<file path="src/hw/rtl/psgmq_pkg.sv">
// Shared types, constants and helpers for the periodic grid sphere mark and query block.
// Used by every module in hw/rtl; depends on nothing else.
package psgmq_pkg;

    localparam int GRID_SIZE  = 64;
    localparam int CELL_COUNT = GRID_SIZE * GRID_SIZE * GRID_SIZE;
    localparam int ADDR_W     = $clog2(CELL_COUNT);
    localparam int EDGE_W     = 7;
    localparam int COORD_W    = 6;
    localparam int HALF_W     = 5;
    localparam int LIMIT_W    = 12;
    localparam int SQ_W       = 10;
    localparam int EE_W       = 13;
    localparam int ROW_W      = 12;
    localparam int WRAP_W     = 8;

    localparam logic OP_MARK  = 1'b0;
    localparam logic OP_QUERY = 1'b1;

    typedef struct packed {
        logic               op;
        logic [COORD_W-1:0] center_x;
        logic [COORD_W-1:0] center_y;
        logic [COORD_W-1:0] center_z;
        logic [HALF_W-1:0]  half_extent;
        logic [LIMIT_W-1:0] radius_sq_limit;
    } t_item;

    typedef struct packed {
        logic              we;
        logic              re;
        logic              wdata;
        logic [ADDR_W-1:0] addr;
    } t_ram_req;

    // An edge of zero counts as one; an edge above the grid saturates to it.
    function automatic logic [EDGE_W-1:0] edge_clamp(input logic [EDGE_W-1:0] e);
        logic [EDGE_W-1:0] r;
        r = e;
        if (e == '0) r = EDGE_W'(1);
        if (e > EDGE_W'(GRID_SIZE)) r = EDGE_W'(GRID_SIZE);
        return r;
    endfunction

endpackage

</file>
<file path="src/hw/rtl/psgmq_scan.sv">
// Sequencer and shared coordinate unit: clears the grid after reset, wraps the start
// coordinates, then walks the scan cube one cell a cycle. Depends on psgmq_pkg.
module psgmq_scan
    import psgmq_pkg::*;
(
    input  logic              i_clk,
    input  logic              i_rst_n,
    input  logic              i_start,
    input  t_item             i_item,
    input  logic [EDGE_W-1:0] i_edge,
    input  logic              i_out_free,
    input  logic              i_rd_data,
    output logic              o_ready,
    output logic              o_done,
    output logic              o_hit,
    output t_ram_req          o_ram
);

    typedef enum logic [2:0] {
        S_CLEAR, S_IDLE, S_WRAP, S_MUL, S_BASE, S_SCAN, S_DRAIN, S_DONE
    } t_state;

    t_state                     r_state;
    t_item                      r_item;
    logic [ADDR_W-1:0]          r_clr;
    logic [EDGE_W-1:0]          r_e;
    logic [1:0]                 r_axis;
    logic signed [WRAP_W-1:0]   r_v;
    logic [COORD_W-1:0]         r_x0, r_y0, r_z0;
    logic [EE_W-1:0]            r_ee;
    logic [SQ_W-1:0]            r_hsq;
    logic signed [COORD_W-1:0]  r_l, r_m, r_n;
    logic [SQ_W-1:0]            r_sql, r_sqm, r_sqn;
    logic [COORD_W-1:0]         r_x, r_y, r_z;
    logic [ADDR_W-1:0]          r_rx;
    logic [ROW_W-1:0]           r_ry, r_ry0;
    logic                       r_rd_pend;
    logic                       r_hit;

    logic signed [COORD_W-1:0]  half_s;
    logic signed [WRAP_W-1:0]   edge_s;
    logic [COORD_W-1:0]         next_c;
    logic [LIMIT_W-1:0]         d2;
    logic                       in_sphere;
    logic [COORD_W-1:0]         e_last;

    function automatic logic [SQ_W-1:0] sq_step(input logic [SQ_W-1:0] sq,
                                                input logic signed [COORD_W-1:0] k);
        logic signed [LIMIT_W-1:0] t;
        t = $signed({2'b00, sq}) + ($signed(LIMIT_W'(k)) <<< 1) + LIMIT_W'(1);
        return t[SQ_W-1:0];
    endfunction

    assign half_s    = $signed({1'b0, r_item.half_extent});
    assign edge_s    = $signed({1'b0, r_e});
    assign e_last    = COORD_W'(r_e - EDGE_W'(1));
    assign d2        = LIMIT_W'(r_sql) + LIMIT_W'(r_sqm) + LIMIT_W'(r_sqn);
    assign in_sphere = d2 < r_item.radius_sq_limit;

    always_comb begin
        case (r_axis)
            2'd0:    next_c = r_item.center_y;
            default: next_c = r_item.center_z;
        endcase
    end

    always_comb begin
        o_ram.we    = 1'b0;
        o_ram.re    = 1'b0;
        o_ram.wdata = 1'b0;
        o_ram.addr  = r_rx + ADDR_W'(r_ry) + ADDR_W'(r_z);
        case (r_state)
            S_CLEAR: begin
                o_ram.we   = 1'b1;
                o_ram.addr = r_clr;
            end
            S_SCAN: begin
                o_ram.we    = in_sphere && (r_item.op == OP_MARK);
                o_ram.re    = in_sphere && (r_item.op == OP_QUERY);
                o_ram.wdata = 1'b1;
            end
            default: ;
        endcase
    end

    always_ff @(posedge i_clk) begin
        if (!i_rst_n) begin
            r_state   <= S_CLEAR;
            r_clr     <= '0;
            r_rd_pend <= 1'b0;
            r_hit     <= 1'b0;
        end else begin
            r_rd_pend <= o_ram.re;
            if (r_rd_pend && i_rd_data) begin
                r_hit <= 1'b1;
            end
            case (r_state)
                S_CLEAR: begin
                    r_clr <= r_clr + ADDR_W'(1);
                    if (r_clr == ADDR_W'(CELL_COUNT - 1)) begin
                        r_state <= S_IDLE;
                    end
                end
                S_IDLE: begin
                    if (i_start) begin
                        r_item  <= i_item;
                        r_e     <= edge_clamp(i_edge);
                        r_hit   <= 1'b0;
                        r_axis  <= 2'd0;
                        r_v     <= $signed({2'b00, i_item.center_x})
                                 - $signed({3'b000, i_item.half_extent});
                        r_state <= S_WRAP;
                    end
                end
                S_WRAP: begin
                    if (r_v < 0) begin
                        r_v <= r_v + edge_s;
                    end else if (r_v >= edge_s) begin
                        r_v <= r_v - edge_s;
                    end else begin
                        case (r_axis)
                            2'd0:    r_x0 <= r_v[COORD_W-1:0];
                            2'd1:    r_y0 <= r_v[COORD_W-1:0];
                            default: r_z0 <= r_v[COORD_W-1:0];
                        endcase
                        r_v    <= $signed({2'b00, next_c})
                                - $signed({3'b000, r_item.half_extent});
                        r_axis <= r_axis + 2'd1;
                        if (r_axis == 2'd2) begin
                            r_state <= S_MUL;
                        end
                    end
                end
                S_MUL: begin
                    r_ee    <= EE_W'(r_e) * EE_W'(r_e);
                    r_hsq   <= SQ_W'(r_item.half_extent) * SQ_W'(r_item.half_extent);
                    r_state <= S_BASE;
                end
                S_BASE: begin
                    r_rx    <= ADDR_W'(r_x0) * ADDR_W'(r_ee);
                    r_ry0   <= ROW_W'(r_y0) * ROW_W'(r_e);
                    r_ry    <= ROW_W'(r_y0) * ROW_W'(r_e);
                    r_x     <= r_x0;
                    r_y     <= r_y0;
                    r_z     <= r_z0;
                    r_l     <= -half_s;
                    r_m     <= -half_s;
                    r_n     <= -half_s;
                    r_sql   <= r_hsq;
                    r_sqm   <= r_hsq;
                    r_sqn   <= r_hsq;
                    r_state <= S_SCAN;
                end
                S_SCAN: begin
                    if (r_n != half_s) begin
                        r_n   <= r_n + COORD_W'(1);
                        r_sqn <= sq_step(r_sqn, r_n);
                        r_z   <= (r_z == e_last) ? '0 : r_z + COORD_W'(1);
                    end else begin
                        r_n   <= -half_s;
                        r_sqn <= r_hsq;
                        r_z   <= r_z0;
                        if (r_m != half_s) begin
                            r_m   <= r_m + COORD_W'(1);
                            r_sqm <= sq_step(r_sqm, r_m);
                            if (r_y == e_last) begin
                                r_y  <= '0;
                                r_ry <= '0;
                            end else begin
                                r_y  <= r_y + COORD_W'(1);
                                r_ry <= r_ry + ROW_W'(r_e);
                            end
                        end else begin
                            r_m   <= -half_s;
                            r_sqm <= r_hsq;
                            r_y   <= r_y0;
                            r_ry  <= r_ry0;
                            if (r_l != half_s) begin
                                r_l   <= r_l + COORD_W'(1);
                                r_sql <= sq_step(r_sql, r_l);
                                if (r_x == e_last) begin
                                    r_x  <= '0;
                                    r_rx <= '0;
                                end else begin
                                    r_x  <= r_x + COORD_W'(1);
                                    r_rx <= r_rx + ADDR_W'(r_ee);
                                end
                            end else begin
                                r_state <= S_DRAIN;
                            end
                        end
                    end
                end
                S_DRAIN: begin
                    r_state <= S_DONE;
                end
                S_DONE: begin
                    if (i_out_free) begin
                        r_state <= S_IDLE;
                    end
                end
                default: r_state <= S_IDLE;
            endcase
        end
    end

    assign o_ready = (r_state == S_IDLE);
    assign o_done  = (r_state == S_DONE);
    assign o_hit   = r_hit && (r_item.op == OP_QUERY);

endmodule

</file>
<file path="config.mk">
export PLATFORM = sky130hd
export DESIGN_NAME = psgmq_scan
export DESIGN_NICKNAME = d
export VERILOG_FILES = /design/src/hw/rtl/psgmq_pkg.sv /design/src/hw/rtl/psgmq_scan.sv
export SDC_FILE = /design/constraint.sdc
export NUM_CORES = 1
export LEC_CHECK = 0
export ABC_AREA = 1
export BUFFER_PORTS_ARGS = -buffer_cell sky130_fd_sc_hd__buf_2
export CORE_AREA = 2 2 246 248
export CTS_BUF_LIST = sky130_fd_sc_hd__clkbuf_8
export DETAILED_ROUTE_END_ITERATION = 12
export DIE_AREA = 0 0 248 250
export SLEW_MARGIN = 20
export SYNTH_ARGS = -nofsm -noshare
export SYNTH_HDL_FRONTEND = slang
export SYNTH_SLANG_ARGS = --single-unit
</file>
<file path="constraint.sdc">
create_clock -name i_clk -period 6.2 [get_ports i_clk]
set_input_delay 0.62 -clock i_clk [delete_from_list [all_inputs] [get_ports i_clk]]
set_output_delay 0.62 -clock i_clk [all_outputs]
set_load 0.02 [all_outputs]
</file>
# Word-level counts from Yosys, hierarchy flattened
# Cells that the tools add are included.
# classes
n_lt_le_gt_ge	4
n_mul	4
add_sub_neg	26
mux	65
n_reduce_logical	23
n_eq_ne	26
bitwise	4
# ops
op	count
6-bit 2-to-1 mux	16
18-bit 2-to-1 mux	5
6-bit one-hot mux with 2 select lines	6
10-bit 2-to-1 mux	6
10-bit one-hot mux with 2 select lines	3
12-bit 2-to-1 mux	3
18-bit one-hot mux with 2 select lines	1
10-bit by 2-bit adder with 10-bit output (second input constant)	3
10-bit by 7-bit adder with 10-bit output	3
3-bit 2-to-1 mux	9
5-bit AND reduction	5
8-bit 2-to-1 mux	3
12-bit one-hot mux with 2 select lines	1
3-bit one-hot mux with 8 select lines	1
2-bit inequality test (second input constant)	10
18-bit by 1-bit adder with 18-bit output (second input constant)	1
18-bit by 12-bit adder with 18-bit output	1
18-bit by 13-bit adder with 18-bit output	1
18-bit by 6-bit adder with 18-bit output	1
6-bit by 1-bit adder with 6-bit output (second input constant)	3
6-bit by 2-bit adder with 6-bit output (second input constant)	3
18-bit == test (second input constant)	1
6-bit == test	3
6-bit by 13-bit multiplier with 18-bit output	1
38 further kinds	62
# word_totals
elab_cells	182
regBits	219
input_bits	48

# Logic depth before layout (Yosys ltp)
# Gate-level depths: netlist (run 1).
# logic_depth
ltp_word	7
mapped_depth	20
depth_no_buf	19

# Worst setup path after synthesis (run 1)
# No wires, ideal clock.
# synth_timing
path_type	input to register
from	in i_rst_n
to	reg r_m[0], enable pin
setup_slack_ns	0.816
cell_stages	3
arrival_ns	4.907
n_path_buf	0
t_required_ns	5.722
path_cell_list	inv_1 > nor3_1 > a21boi_0
# synth_between
elab_chain_len	1
# synth_rtl
element	line_no	source
from (decl)	psgmq_scan.sv:7	input logic i_rst_n,
3-bit AND reduction (no source line)	--	
to (signal assigned)	psgmq_scan.sv:147	r_m <= -half_s;
to (signal assigned)	psgmq_scan.sv:164	r_m <= r_m + COORD_W'(1);
to (signal assigned)	psgmq_scan.sv:174	r_m <= -half_s;
to (decl)	psgmq_scan.sv:32	logic signed [COORD_W-1:0] r_l, r_m, r_n;
# No other way between the ends.
# A chain may end at the register's enable or synchronous reset.

==> results.py, run 1 <==
metrics = {
    "synthesis": {
        "seq_area_frac_synth_pct": 30.54,
        "synth_area_per_cell_um2": 8.002,
        "syn_area_um2": 20580,
        "syn_inst": 2572,
        "synth_top_area_share_pct": 28.30,
        "yosysUniqueCellTypes": 58,
        "yosys.area.top_type": "edfxtp_1",
        "ys.flop_type": "edfxtp_1",
        "synth_edf_count": 194,
        "ys_seq_elements": 217,
        "ys_top_cells_by_area": "edfxtp_1 (28%), ha_1 (12%), nand2_1 (11%)",
        "synthArstFlopShare_pct": 0,
        "synth_warnings": 0,
    },
    "clock_network": {
        "cts.clk_slew.worst_paths_ns": 0.06,
        "cts_buffers": 40,
        "clk_latency_ns": 0.63,
        "clock_sinks": 217,
        "tritoncts": "yes",
        "cts_resized": 0,
        "clock_path_buffers": 3,
        "cts_root_buffer": "clkbuf_8",
        "cts_setup_buffers": 0,
        "h-tree-depth": 2,
        "hold_buffers": 0,
    },
    "die": {
        "dieHeight_um": 250,
        "std_cell_rows": 90,
        "dieArea_um2": 62000,
        "die_w_um": 248,
        "initial_core_util_pct": 34.55,
        "io_pins": 72,
        "coreArea_um2": 59570,
    },
    "final_layout": {
        "finish.instance_area_um2": 22450,
        "area_growth_pct": 9.076,
        "layout-drive-gt1-share_pct": 7.883,
        "postLayoutCoreUtil_pct": 37.69,
        "fillers": 6161,
        "nNetsFinal": 2991,
    },
    "worst_setup_path": {
        "worstPathRequired_ns": 5.58,
        "slowest_delay_ns": 0.54,
        "path_max_fanout": 5,
        "worstSetupStartpointType": "flop",
        "crit_end": "o_ram[20]",
        "cp.arrival_ns": 4.21,
        "r2r-end": "r_ee[9]$_DFFE_PP_",
        "regToRegSetupSlack_ns": 1.65,
        "slowest_stage": "fa_1",
        "endpoint_kind": "primary output",
        "ff2ff_path_depth": 18,
        "crit_type": "reg2out",
        "path_cells": "inv_1 > fa_1 > inv_1 > ha_1 > fa_1 > nand3_1 > nand3_1 > nand2_1 > nand2_1 > a21oi_1 > o21bai_1 > a21oi_1 > nor2_1 > ha_1 > nand2_1 > nor2_1 > nand3_1 > o2111ai_1 > o21ai_0 > buf_2",
        "r2r-start": "r_e[0]$_SDFFCE_PP0P_",
        "startpoint": "r_sql[1]$_SDFFCE_PN0P_",
    },
    "timing": {
        "rsz0062_at_grt": "no",
        "finalSetupTns_ns": 0,
        "setup_violations": 0,
        "timing_worst_slew_pin_value_ns": 0.9324,
        "fin_crit_sh_pct": 77.93,
        "fin_worst_skew_ns": 0.05276,
        "slew_viol_final": 0,
        "maxSlewHeadroom_pct": 37.84,
        "period_needed_ns": 4.832,
        "final-hold-violation-count": 0,
        "fmax_mhz": 207.0,
    },
    "route": {
        "remaining_drc_errors": 0,
        "drt-initial-drc-count": 1053,
        "drtAntennaViolNets": 0,
        "dr.pass1.iters": 5,
        "wire_per_inst_um": 15.36,
        "vias": 16606,
        "vias_per_cell": 4.818,
        "totalWireLength_um": 52960,
    },
    "grt": {
        "grt_antenna_before_repair": 1,
        "grt_max_degree": 54,
        "grt_usage_pct": 17.69,
        "first_global_vias": 16582,
        "overflow": 0,
        "grt_pass1_wl_um": 87550,
    },
    "place": {
        "dp_hpwl_um": 41090,
        "port_buffers": 71,
        "gp_congestion": 0.8989,
        "dpl_cell_area_um2": 21720,
    },
    "worst_hold_path": {
        "hold_class": "in2reg",
    },
    "pwr": {
        "leakage_nw": 10.95,
        "ir_drop_mv": 0.1104,
        "fin_total_pwr_mw": 2.967,
        "power_density_nw_per_um2": 132.2,
    },
    "run_status": {
        "outcome": "finished clean",
    },
    "flow_run": {
        "maxCapViolations": 0,
    },
}
worst max-delay path, delay by kind of cell (launching register included):
family	cells	cell delay, ns
DFF	1	0.35
AOI/OAI and AO/OA	5	0.68
adders and majority gates	4	1.51
and+or+nand+nor	8	0.69
buffers and inverters	3	0.36
per-stage QoR:
stage / setup slack [ns] / cells / hold WS, ns
floorplan: 0.8155 / 2573 / 0.4432
global placement: 1.720 / 3375 / 0.4712
detailed placement: 1.675 / 3375 / 0.4783
CTS: 1.271 / 3446 / 0.1234
global route: 0.9746 / 3447 / 0.1374
finish: 1.368 / 3447 / 0.1662
flip-flops by register name, indices dropped and copies added, names as in the netlist, 7 cells and up:
signal  count
r_clr      18
r_e         7
r_ee       12
r_hsq       9
r_item     25
r_rx       18
r_ry       12
r_ry0      12
r_sql      10
r_sqm      10
r_sqn      10
r_v         8
cell families (layout without fill, tap and decap cells):
group | Yosys count | count (layout) | synth area share, %
other | 2 | 4 | 0.03649
AND/OR/NAND/NOR | 1064 | 1064 | 21.95
flip-flops | 217 | 217 | 30.54
multiplexers | 2 | 2 | 0.09727
adder cells (fa/ha/maj) | 308 | 308 | 22.59
XOR/XNOR | 132 | 132 | 5.720
buffers and inverters | 483 | 574 | 9.295
AO/OA/AOI/OAI | 364 | 364 | 9.775
layout make-up:
type                       count  area, um2  share of cell area (%)
inverter                     416       1564                   6.966
timing repair buffer          87      475.5                   2.118
sequential                   217       6286                   28.00
antenna                        1      2.502                 0.01115
multi-input combinational   1873      12420                   55.33
clock inverter                31      172.7                  0.7691
tap                          782      978.4                   4.358
clock buffer                  40      550.5                   2.452
power breakdown:
part	total (mW)	switching, mW	internal (mW)
combinational	0.0759	0.0443	0.0315
clock	1.31	0.662	0.650
sequential	1.58	0.00145	1.58
total	2.97	0.708	2.26
synthesized netlist by cell type (2+ instances only):
master       n
o21ai_2     10
inv_2       13
buf_6        4
xor2_1      86
inv_1      400
buf_4        8
mux2i_1      2
o211ai_1     7
buf_1        2
nand3b_1     8
nand2_1    628
nand3_2      5
xnor2_1     44
a21boi_0     5
a21oi_1    158
o22ai_1      6
clkinv_1     2
a22oi_1      2
nor3_1      28
nor2_4       3
nor4_1       3
nand2_2      4
nand3_1    159
nor2_1     163
fa_1       106
clkbuf_1    31
nand4_1     31
dfxtp_1     23
nor2_2       6
conb_1       2
o21ai_0    122
o21bai_1    14
edfxtp_1   194
a21o_1      12
o2111ai_1    4
nand2_4      3
a31oi_1      7
clkbuf_2     4
buf_2       17
o21ai_1     10
ha_1       202
or2_2       17
nor3_2       2
layout by cell type (no fill, tap or decap), drive strengths merged, types with 6 or more instances in the layout:
cell type    n
xor2        87
o21bai      14
a21oi      158
o21ai      142
fa         106
a31oi        7
inv        426
a21boi       6
edfxtp     194
nor2       172
clkinv      20
clkbuf      40
or2         18
nand3      164
nand3b       8
o211ai       7
nand4       32
xnor2       44
nor3        30
dfxtp       23
ha         202
buf         87
a21o        12
o22ai        6
nand2      635
routing by layer:
metal | vias to the layer above | global-route usage (%) | share of wire, %
li1 | 8503 | - | -
met2 | 320 | 29.80 | 47
met1 | 7703 | 23.63 | 46
met5 | - | 0 | 0
met4 | 0 | 5.287 | 2.6
met3 | 80 | 2.108 | 3.6
worst min-delay path by stage:
stage                                      start                endpoint  slack (ns)  cells after the start
after floorplan           r_clr[14]$_SDFFE_PN0P_  r_clr[14]$_SDFFE_PN0P_        0.44                      1
after global placement    r_clr[14]$_SDFFE_PN0P_  r_clr[14]$_SDFFE_PN0P_        0.47                      1
after detailed placement  r_clr[14]$_SDFFE_PN0P_  r_clr[14]$_SDFFE_PN0P_        0.48                      1
after CTS                              i_item[2]     r_item[2]$_DFFE_PP_        0.12                      1
after global routing                  i_item[25]    r_item[25]$_DFFE_PP_        0.14                      1
final                                  i_item[2]     r_item[2]$_DFFE_PP_        0.17                      1
No activity file was read; power rests on OpenSTA's default activity.
==> run 2: changes to the inputs <==
==> constraint.sdc (replaced) <==
create_clock -name i_clk -period 3.85 [get_ports i_clk]
set_input_delay 0.385 -clock i_clk [delete_from_list [all_inputs] [get_ports i_clk]]
set_output_delay 0.385 -clock i_clk [all_outputs]
set_load 0.02 [all_outputs]
==> run 2 against run 1 <==
- clock power grew 110%
- cell area grew 12%
- worst setup slack lost 1.9 ns
- final cell count grew 5.4%
- highest routed layer unchanged
- first-iteration DRC count is essentially flat
- critical path type unchanged
- the run now ends with negative setup slack left
==> results.py, run 2 (same netlist as run 1, synthesis figures left out) <==
metrics = {
    "run_status": {
        "outcome": "complete, but fails checks",
        "failed_checks": "negative setup slack",
    },
    "grt": {
        "overflow": 0,
        "grt_pass1_wl_um": 90160,
        "first_global_vias": 17473,
        "grt_usage_pct": 18.25,
        "grt_antenna_before_repair": 1,
        "grt_max_degree": 53,
    },
    "die": {
        "dieArea_um2": 62000,
        "dieHeight_um": 250,
        "coreArea_um2": 59570,
        "die_w_um": 248,
        "io_pins": 72,
        "initial_core_util_pct": 34.55,
        "std_cell_rows": 90,
    },
    "timing": {
        "fmax_mhz": 230.1,
        "timing_worst_slew_pin_value_ns": 0.8766,
        "rsz0062_at_grt": "yes",
        "period_needed_ns": 4.346,
        "fin_crit_sh_pct": 112.9,
        "fin_worst_skew_ns": 0.03712,
        "maxSlewHeadroom_pct": 41.56,
        "setup_violations": 7,
        "fin_ws_ns": -0.4961,
        "slew_viol_final": 0,
        "final-hold-violation-count": 0,
    },
    "place": {
        "place_inst": 3482,
        "port_buffers": 71,
        "gp_congestion": 0.8982,
        "dp_hpwl_um": 43040,
        "post-place-ws_ns": -0.1597,
    },
    "clock_network": {
        "h-tree-depth": 2,
        "clock_path_buffers": 3,
        "clk_latency_ns": 0.63,
        "tritoncts": "yes",
        "cts.clk_slew.worst_paths_ns": 0.06,
        "clock_sinks": 217,
        "cts_root_buffer": "clkbuf_8",
        "cts_buffers": 43,
    },
    "route": {
        "drtAntennaViolNets": 0,
        "dr.pass1.iters": 5,
        "totalWireLength_um": 56080,
        "drt-initial-drc-count": 1054,
        "remaining_drc_errors": 0,
        "wire_per_inst_um": 15.44,
        "vias": 17603,
        "vias_per_cell": 4.845,
    },
    "final_layout": {
        "nNetsFinal": 3173,
        "largest-register": "r_item",
        "reg.largest.list": "r_item x25, r_clr x18, r_rx x18",
        "finalNonFillerCells": 3633,
        "layout-drive-gt1-share_pct": 18.28,
        "mostFrequentLayoutCells": "nand2_1 (594), inv_1 (385), edfxtp_1 (194)",
        "largest_register_ffs": 25,
        "layout_commonest_cell": "nand2_1",
        "fillers": 5921,
        "area_growth_pct": 22.08,
        "multi_input_area_um2": 13300,
        "regArea_um2": 6286,
    },
    "worst_setup_path": {
        "endpoint_kind": "primary output",
        "path_max_fanout": 3,
        "worstPathRequired_ns": 3.46,
        "crit_type": "reg2out",
        "worstSetupStartpointType": "flop",
        "cp.arrival_ns": 3.96,
    },
    "pwr": {
        "ir_drop_mv": 0.2127,
        "power_density_nw_per_um2": 215.3,
        "leakage_nw": 12.02,
    },
    "worst_hold_path": {
        "hold_class": "in2reg",
    },
    "flow_run": {
        "maxCapViolations": 0,
    },
}
-- run 2: changes by cell type in the layout (fill, tap and decap cells not counted), moves of 23 or more --
cell,before,now
a21oi_1,158,134
buf_4,16,140
buf_6,0,26
dlygate4sd3_1,0,31
ha_1,202,179
inv_1,411,385
nand2_1,628,594
nand2_2,4,31
-- run 2: final cells by class --
cell class	count	share of cell area (%)
flip-flops and latches	217	25.02
multi-input cells	1873	52.92
well taps	782	3.894
clock inverters	35	1.444
clock buffers	43	2.355
diodes	1	0.009959
inverters	416	6.224
repair buffers	266	8.136
-- run 2: timing repair --
action,in CTS,in global routing
endpoints found under the setup margin,19,37
pin swaps,17,100
buffers inserted,18,25
resized for setup,69,150
hold buffers,31,0
endpoints found under the hold margin,31,0
-- run 2: worst paths after layout --
check	from	endpoint	slack (ns)	cells past startpoint
setup reg to reg	r_e[2]$_SDFFCE_PP0P_	r_ee[9]$_DFFE_PP_	-0.15	19
hold / removal	i_edge[0]	r_e[0]$_SDFFCE_PP0P_	0.06	3
hold reg to reg	r_clr[14]$_SDFFE_PN0P_	r_clr[14]$_SDFFE_PN0P_	0.49	1
setup / recovery	r_sqm[1]$_SDFFCE_PP0P_	o_ram[20]	-0.50	20
-- run 2: per-stage QoR --
stage | instance area, um2 | setup TNS [ns] | hold slack [ns] | util (%) | total power [mW]
after CTS | 24280 | -1.287 | 0.01127 | 40.76 | 5.467
after global placement | 22620 | -0.8038 | 0.4718 | 37.97 | 2.722
after detailed placement | 22620 | -1.012 | 0.4690 | 37.97 | 2.723
after floorplan | 20690 | -0.5055 | 0.4432 | - | 2.660
after global routing | 25130 | -3.092 | 0.04359 | 42.18 | 5.590
final | 25130 | -1.366 | 0.05757 | 42.18 | 5.409
-- run 2: critical path, stage by stage, from the launching register on --
cell       delay, ns
edfxtp_1        0.36
inv_2           0.06
fa_1            0.55
inv_2           0.06
ha_4            0.16
fa_2            0.37
nand3_2         0.09
nand3_2         0.08
nand2_2         0.07
nand2_2         0.05
a21oi_2         0.12
o21bai_1        0.11
a21oi_1         0.14
nor2_1          0.06
ha_1            0.30
nand2_2         0.08
buf_4           0.14
o2111ai_2       0.19
buf_6           0.15
o21ai_4         0.05
buf_6           0.14
-- run 2: report_power, final --
part | switching, mW | total (mW) | internal [mW]
combinational | 0.0854 | 0.173 | 0.0879
sequential | 0.00231 | 2.54 | 2.54
clock | 1.15 | 2.69 | 1.54
total | 1.24 | 5.41 | 4.17
-- run 2: layer usage --
metal / vias up / GRT usage (%) / share of wire, % / wire length, um
li1: 8885 / - / - / -
met1: 8214 / 24.10 / 45 / 25080
met2: 385 / 29.88 / 46 / 25990
met3: 119 / 2.559 / 4.8 / 2676
met4: 0 / 7.408 / 4.2 / 2337
met5: - / 0 / 0 / 0
